`config.mk`:
```
export PLATFORM = sky130hd
export DESIGN_NAME = tsph_ctrl
export DESIGN_NICKNAME = d
export VERILOG_FILES = /design/src/tsph_pkg.sv /design/src/tsph_ctrl.sv
export SDC_FILE = /design/constraint.sdc
export NUM_CORES = 1
export LEC_CHECK = 0
export BUFFER_PORTS_ARGS = -buffer_cell sky130_fd_sc_hd__buf_4
export CAP_MARGIN = 20
export CORE_AREA = 2 2 85 87
export DETAILED_ROUTE_END_ITERATION = 10
export DIE_AREA = 0 0 87 89
export PLACE_DENSITY_LB_ADDON = 0.25
export SYNTH_ARGS = -nofsm -noshare
export SYNTH_HDL_FRONTEND = slang
export SYNTH_SLANG_ARGS = --single-unit
```
`constraint.sdc`:
```
create_clock -name clk -period 3.25 [get_ports clk]
set_input_delay 0.65 -clock clk [delete_from_list [all_inputs] [get_ports clk]]
set_output_delay 0.65 -clock clk [all_outputs]
set_load 0.03 [all_outputs]
```
`src/tsph_pkg.sv`:
```
// shared constants, types and the direction table entry function for transverse spherocity
// no dependencies
`default_nettype none
package tsph_pkg;
  localparam int MAX_PARTICLES_DEF = 1024;
  localparam int ANGLE_STEPS_DEF   = 100;
  localparam int MOMENTUM_BITS_DEF = 18;
  localparam int PT_SUM_W          = 29;
  localparam int SHAPE_W           = 16;
  localparam int DIR_W             = 17;   // q15 unit vector component, signed
  localparam int SERIES_TERMS      = 7;
  localparam longint unsigned PI_Q30      = 64'd3373259426;
  localparam longint unsigned HALF_PI_Q30 = 64'd1686629713;
  localparam longint ONE_Q30              = 64'sd1073741824;
  localparam logic [PT_SUM_W-1:0] PT_SUM_MAX = '1;

  // taylor term divisors (2n)(2n+1) for sin and (2n-1)(2n) for cos
  localparam longint unsigned SIN_DIV [SERIES_TERMS] = '{
    64'd6, 64'd20, 64'd42, 64'd72, 64'd110, 64'd156, 64'd210};
  localparam longint unsigned COS_DIV [SERIES_TERMS] = '{
    64'd2, 64'd12, 64'd30, 64'd56, 64'd90, 64'd132, 64'd182};

  typedef struct packed {
    logic signed [DIR_W-1:0] nx;
    logic signed [DIR_W-1:0] ny;
  } dir_t;

  // datapath commands from the controller
  typedef struct packed {
    logic load;        // accept one particle into the stores
    logic clr_event;   // clear per-event state
    logic angle_start; // reset the angle accumulator and the best sum
    logic rd_issue;    // issue a store read
    logic acc_en;      // unused: the accumulator follows the read valid pipeline
    logic angle_done;  // compare accumulator against best
    logic div_start;
    logic div_step;
    logic sq_step;     // square stage
  } tsph_cmd_t;

  typedef struct packed {
    logic degen;
    logic ratio_ge1;
  } tsph_sts_t;

  function automatic longint q30_to_q15(input longint v);
    longint t;
    t = v;
    if (t < 0) t = 0;
    if (t > ONE_Q30) t = ONE_Q30;
    return (t + 64'sd16384) >>> 15;
  endfunction

  // elaboration-time only: one direction table entry from its q30 angle
  function automatic dir_t dir_entry(input longint unsigned a);
    longint unsigned x, x2, ts, tc;
    longint ss, cs, c, s;
    dir_t d;
    x = (a > HALF_PI_Q30) ? (PI_Q30 - a) : a;
    x2 = (x * x) >> 30;
    ts = x; tc = ONE_Q30;
    ss = ts; cs = tc;
    for (int i = 0; i < SERIES_TERMS; i++) begin
      ts = ((ts * x2) >> 30) / SIN_DIV[i];
      tc = ((tc * x2) >> 30) / COS_DIV[i];
      if ((i & 1) == 0) begin ss -= ts; cs -= tc; end
      else begin ss += ts; cs += tc; end
    end
    s = q30_to_q15(ss);
    c = q30_to_q15(cs);
    if (a > HALF_PI_Q30) c = -c;
    d.nx = DIR_W'(c);
    d.ny = DIR_W'(s);
    return d;
  endfunction
endpackage
`default_nettype wire

```
`src/tsph_ctrl.sv`:
```
// controller state machine for transverse spherocity
// depends on tsph_pkg
`default_nettype none
module tsph_ctrl #(
  parameter int MAX_PARTICLES = tsph_pkg::MAX_PARTICLES_DEF,
  parameter int ANGLE_STEPS   = tsph_pkg::ANGLE_STEPS_DEF,
  parameter int CNT_W         = $clog2(MAX_PARTICLES+1),
  parameter int ANG_W         = $clog2(ANGLE_STEPS)
) (
  input  wire logic            clk,
  input  wire logic            rst_n,
  input  wire logic            in_fire,
  input  wire logic            in_last,
  input  wire logic            sqrt_busy,
  input  wire logic [CNT_W-1:0] count,
  input  wire tsph_pkg::tsph_sts_t sts,
  input  wire logic            out_taken,
  output logic                 in_ready,
  output logic                 out_valid,
  output logic [ANG_W-1:0]     angle,
  output logic [CNT_W-1:0]     rd_idx,
  output tsph_pkg::tsph_cmd_t  cmd
);
  typedef enum logic [7:0] {
    ST_IDLE  = 8'b0000_0001,
    ST_SQRT  = 8'b0000_0010,
    ST_SQWT  = 8'b0000_0100,
    ST_SCAN  = 8'b0000_1000,
    ST_DRAIN = 8'b0001_0000,
    ST_DIV   = 8'b0010_0000,
    ST_SQ    = 8'b0100_0000,
    ST_OUT   = 8'b1000_0000
  } state_t;

  state_t state_r, state_nxt;
  logic            last_r, last_nxt;
  logic [ANG_W-1:0] ang_r, ang_nxt;
  logic [CNT_W-1:0] idx_r, idx_nxt;
  logic [5:0]      step_r, step_nxt;
  logic [1:0]      drn_r, drn_nxt;

  always_comb begin
    state_nxt = state_r; last_nxt = last_r; ang_nxt = ang_r; idx_nxt = idx_r;
    step_nxt = step_r; drn_nxt = drn_r;
    cmd = '0;
    unique case (state_r)
      ST_IDLE: begin
        if (in_fire) begin
          cmd.load = 1'b1;
          last_nxt = in_last;
          state_nxt = ST_SQRT;
        end
      end
      ST_SQRT: state_nxt = ST_SQWT;   // sqrt started on load edge
      ST_SQWT: begin
        if (!sqrt_busy) begin
          if (!last_r) state_nxt = ST_IDLE;
          else if (sts.degen) state_nxt = ST_OUT;
          else begin
            cmd.angle_start = 1'b1;
            ang_nxt = '0; idx_nxt = '0;
            state_nxt = ST_SCAN;
          end
        end
      end
      ST_SCAN: begin
        cmd.rd_issue = 1'b1;
        idx_nxt = idx_r + 1'b1;
        if (idx_r == count - 1'b1) begin
          drn_nxt = 2'd0;
          state_nxt = ST_DRAIN;
        end
      end
      ST_DRAIN: begin
        // wait out the ram and product pipeline
        drn_nxt = drn_r + 1'b1;
        if (drn_r == 2'd3) begin
          cmd.angle_done = 1'b1;
          idx_nxt = '0;
          if (ang_r == ANG_W'(ANGLE_STEPS-1)) begin
            cmd.div_start = 1'b1;
            step_nxt = '0;
            state_nxt = ST_DIV;
          end else begin
            ang_nxt = ang_r + 1'b1;
            state_nxt = ST_SCAN;
          end
        end
      end
      ST_DIV: begin
        if (sts.ratio_ge1) state_nxt = ST_OUT;
        else begin
          cmd.div_step = 1'b1;
          step_nxt = step_r + 1'b1;
          if (step_r == 6'd31) state_nxt = ST_SQ;
        end
      end
      ST_SQ: begin
        cmd.sq_step = 1'b1;
        state_nxt = ST_OUT;
      end
      ST_OUT: begin
        if (out_taken) begin
          cmd.clr_event = 1'b1;
          state_nxt = ST_IDLE;
        end
      end
      default: state_nxt = ST_IDLE;
    endcase
  end

  // handshake flags, scan angle and read index
  assign in_ready  = (state_r == ST_IDLE);
  assign out_valid = (state_r == ST_OUT);
  assign angle     = ang_r;
  assign rd_idx    = idx_r;

  always_ff @(posedge clk) begin
    if (!rst_n) begin
      state_r <= ST_IDLE;
      last_r  <= 1'b0;
      ang_r   <= '0;
      idx_r   <= '0;
      step_r  <= '0;
      drn_r   <= '0;
    end else begin
      state_r <= state_nxt;
      last_r  <= last_nxt;
      ang_r   <= ang_nxt;
      idx_r   <= idx_nxt;
      step_r  <= step_nxt;
      drn_r   <= drn_nxt;
    end
  end
endmodule
`default_nettype wire

```
==> key figures <==
Min path
  • Worst min-delay path category: reg2reg

Global routing
  • Vias in the first global route: 2121
  • Initial antenna violation count: 0
  • Grt ovf: 0
  • First-pass GRT wire length: 9600 um
  • GRT Total Usage: 15.7%
  • Largest net degree at the start of global routing: 30

Logic synthesis
  • Synth Flop Type: dfxtp_1
  • Gate Count Post-Synth: 290
  • Post-Synthesis Net Count: 314
  • Synth warnings: 0
  • Register bit total from synthesis: 35
  • Seq/Total Area, Yosys: 29.9%
  • Unique masters post-synth: 57
  • Number of synthesized flops with an enable pin: 0
  • Asr flop ratio synth: 0%
  • Avg Inst Size Synth: 8.07 um^2
  • Synth Cell Area: 0.00234 mm^2

Timing
  • Worst rel slew slack: 51.9%
  • Final Hold Slack: 0.470 ns
  • RSZ-0062 raised after global routing: false
  • Worst slew pin tran: 0.712 ns
  • Final worst-path cycle share: 82.3%
  • Min cycle time layout: 2.68 ns
  • Max Fclk: 0.374 GHz
  • Setup TNS: 0 ns
  • Final hold violations: 0
  • Slew Limit Fails: 0
  • Setup ws final: 0.574 ns
  • Clock skew: 0.00600 ns
  • Final setup violation count: 0

Power
  • Worst VDD drop: 0.129 mV
  • Pleak: 1.20 nW
  • Pwr Density: 340 mW/mm^2
  • Power, Total: 0.968 mW

Clock tree
  • Htree depth: 2
  • Clk_lat worst skew: 0.29 ns
  • Root buffer cell: clkbuf_8
  • CTS tree: built
  • CTS max path bufs: 2
  • Post-CTS Repair Setup Buffers: 0
  • Clk pin slew, worst setup/hold paths: 0.07 ns
  • CTS Buf Count: 5
  • Clock sinks: 35
  • Hold Buf Count CTS: 0
  • Post_cts resized: 0

Drt
  • Routed wire length: 5820 um
  • Post-route DRC: 0
  • Pre-antenna DRT Iters: 4
  • Via count: 2244
  • DR WL/cell: 14.0 um
  • DR vias/cell: 5.41
  • Post-DRT Antenna Nets: 0
  • Drt initial violations: 105

Cells and area
  • Number of diodes: 0
  • Cell Count, Final, Fillers Out: 415
  • Commonest cells after routing, fill and taps aside: buf_4 (47), dfxtp_1 (35), nor2_1 (28)
  • Fin nets: 358
  • Commonest non-fill, non-tap cell in the layout: buf_4
  • Final Util: 42.3%
  • Layout cells sized above 1: 20.9%
  • Fillers: 712
  • Final instance area: 0.00284 mm^2
  • P&R area growth vs syn: 21.5%

Place
  • DP Worst Slack: 0.467 ns
  • DP Wirelength: 4370 um
  • Placed cells: 407
  • Routability cong.: 0.855
  • Buffers on Ports: 46
  • Placed Instance Area: 0.00274 mm^2

Critical path
  • CP endpoint kind: primary output
  • CP Class: reg2out
  • Crit path cell chain: nor4_4 > nand4b_1 > nor2_1 > buf_4
  • Startpoint types: register
  • Crit path max-delay cell type: nor4_4
  • CP required: 2.60 ns
  • Max FO, Critical Path: 8
  • Worst Path Arrival: 2.03 ns
  • Crit path largest cell delay: 0.50 ns

Floorplan
  • Height of the die: 89 um
  • Core Footprint: 0.00672 mm^2
  • Initial Util: 34.8%
  • Io pins: 48
  • Die area: 0.00774 mm^2
  • Chip Width: 87 um
  • # rows: 30

Run
  • MaxCap Viol Count: 0

Run status
  • Status: completed
[routing by layer]
layer,part of all wire [%],global-route usage (%),vias to the layer above
met5,0,0,-
met4,1.1,4.26,0
met3,3.6,3.79,6
met2,48,27.0,36
met1,48,19.8,1063
li1,-,-,1139
[registers in the layout (all words and copies together) (netlist names)]
signal	cells
rd_idx	11
drn_r	2
last_r	1
state_r	8
step_r	6
angle	7
[final timing paths]
path,start,slack (ns),endpoint,depth (start not counted)
min reg2reg,drn_r[0],0.47,drn_r[0],1
max,state_r[7],0.57,cmd[1],4
max reg2reg,state_r[7],1.06,state_r[6],6
min,drn_r[0],0.47,drn_r[0],1
[report_power, final]
group / total (mW) / internal [mW] / switching [mW] / leakage (nW)
Sequential: 0.448 / 0.437 / 0.0114 / 0.282
Clock: 0.350 / 0.193 / 0.156 / 0.0515
Combinational: 0.170 / 0.0723 / 0.0973 / 0.862
Total: 0.968 / 0.703 / 0.265 / 1.20
[logic make-up (layout without fill, tap and decap cells)]
kind of cell | count (synthesis) | count (layout) | synth area share [%]
adder cells (fa/ha/maj) | 5 | 5 | 2.67
XOR/XNOR | 18 | 18 | 6.73
AND/OR/NAND/NOR | 144 | 144 | 37.1
buffers and inverters | 22 | 67 | 4.06
flip-flops | 35 | 35 | 29.9
multiplexers | 2 | 2 | 0.855
AO/OA/AOI/OAI | 63 | 63 | 18.5
other | 1 | 1 | 0.160
[area by class of cell]
cell class,count,area [um^2],share of cell area (%)
Multi-Input combinational cell,233,1550,54.3
Sequential cell,35,701,24.6
Timing Repair Buffer,47,353,12.4
Clock buffer,8,100,3.52
Tap cell,80,100,3.52
Inverter,12,45.0,1.58
[synth_stat cells (3+ instances only)]
library cell | count | area share (%)
nand2_1 | 25 | 4.0
nand4_1 | 10 | 2.7
nand3_1 | 12 | 2.6
and3_1 | 8 | 2.1
nor2b_1 | 11 | 2.9
nand4b_1 | 4 | 1.5
a21oi_1 | 7 | 1.5
dfxtp_1 | 35 | 30
o211a_1 | 5 | 2.1
xor2_1 | 8 | 3.0
nor3_1 | 8 | 1.7
o211ai_1 | 5 | 1.6
a31oi_1 | 10 | 2.7
and2_1 | 6 | 1.6
nand3b_1 | 3 | 0.96
inv_1 | 12 | 1.9
clkbuf_1 | 7 | 1.1
nor2_1 | 28 | 4.5
a21boi_0 | 4 | 1.3
xnor2_1 | 10 | 3.7
or3_1 | 3 | 0.80
ha_1 | 5 | 2.7
o21ai_0 | 18 | 3.8
nand2b_1 | 5 | 1.3
[worst max-delay path: cells and delay by family, from the launching register on]
kind	cells	cell delay [ns]
flops	1	0.35
simple gates	3	1.17
buf+inv	1	0.21
No activity file was read; power rests on OpenSTA's default activity.
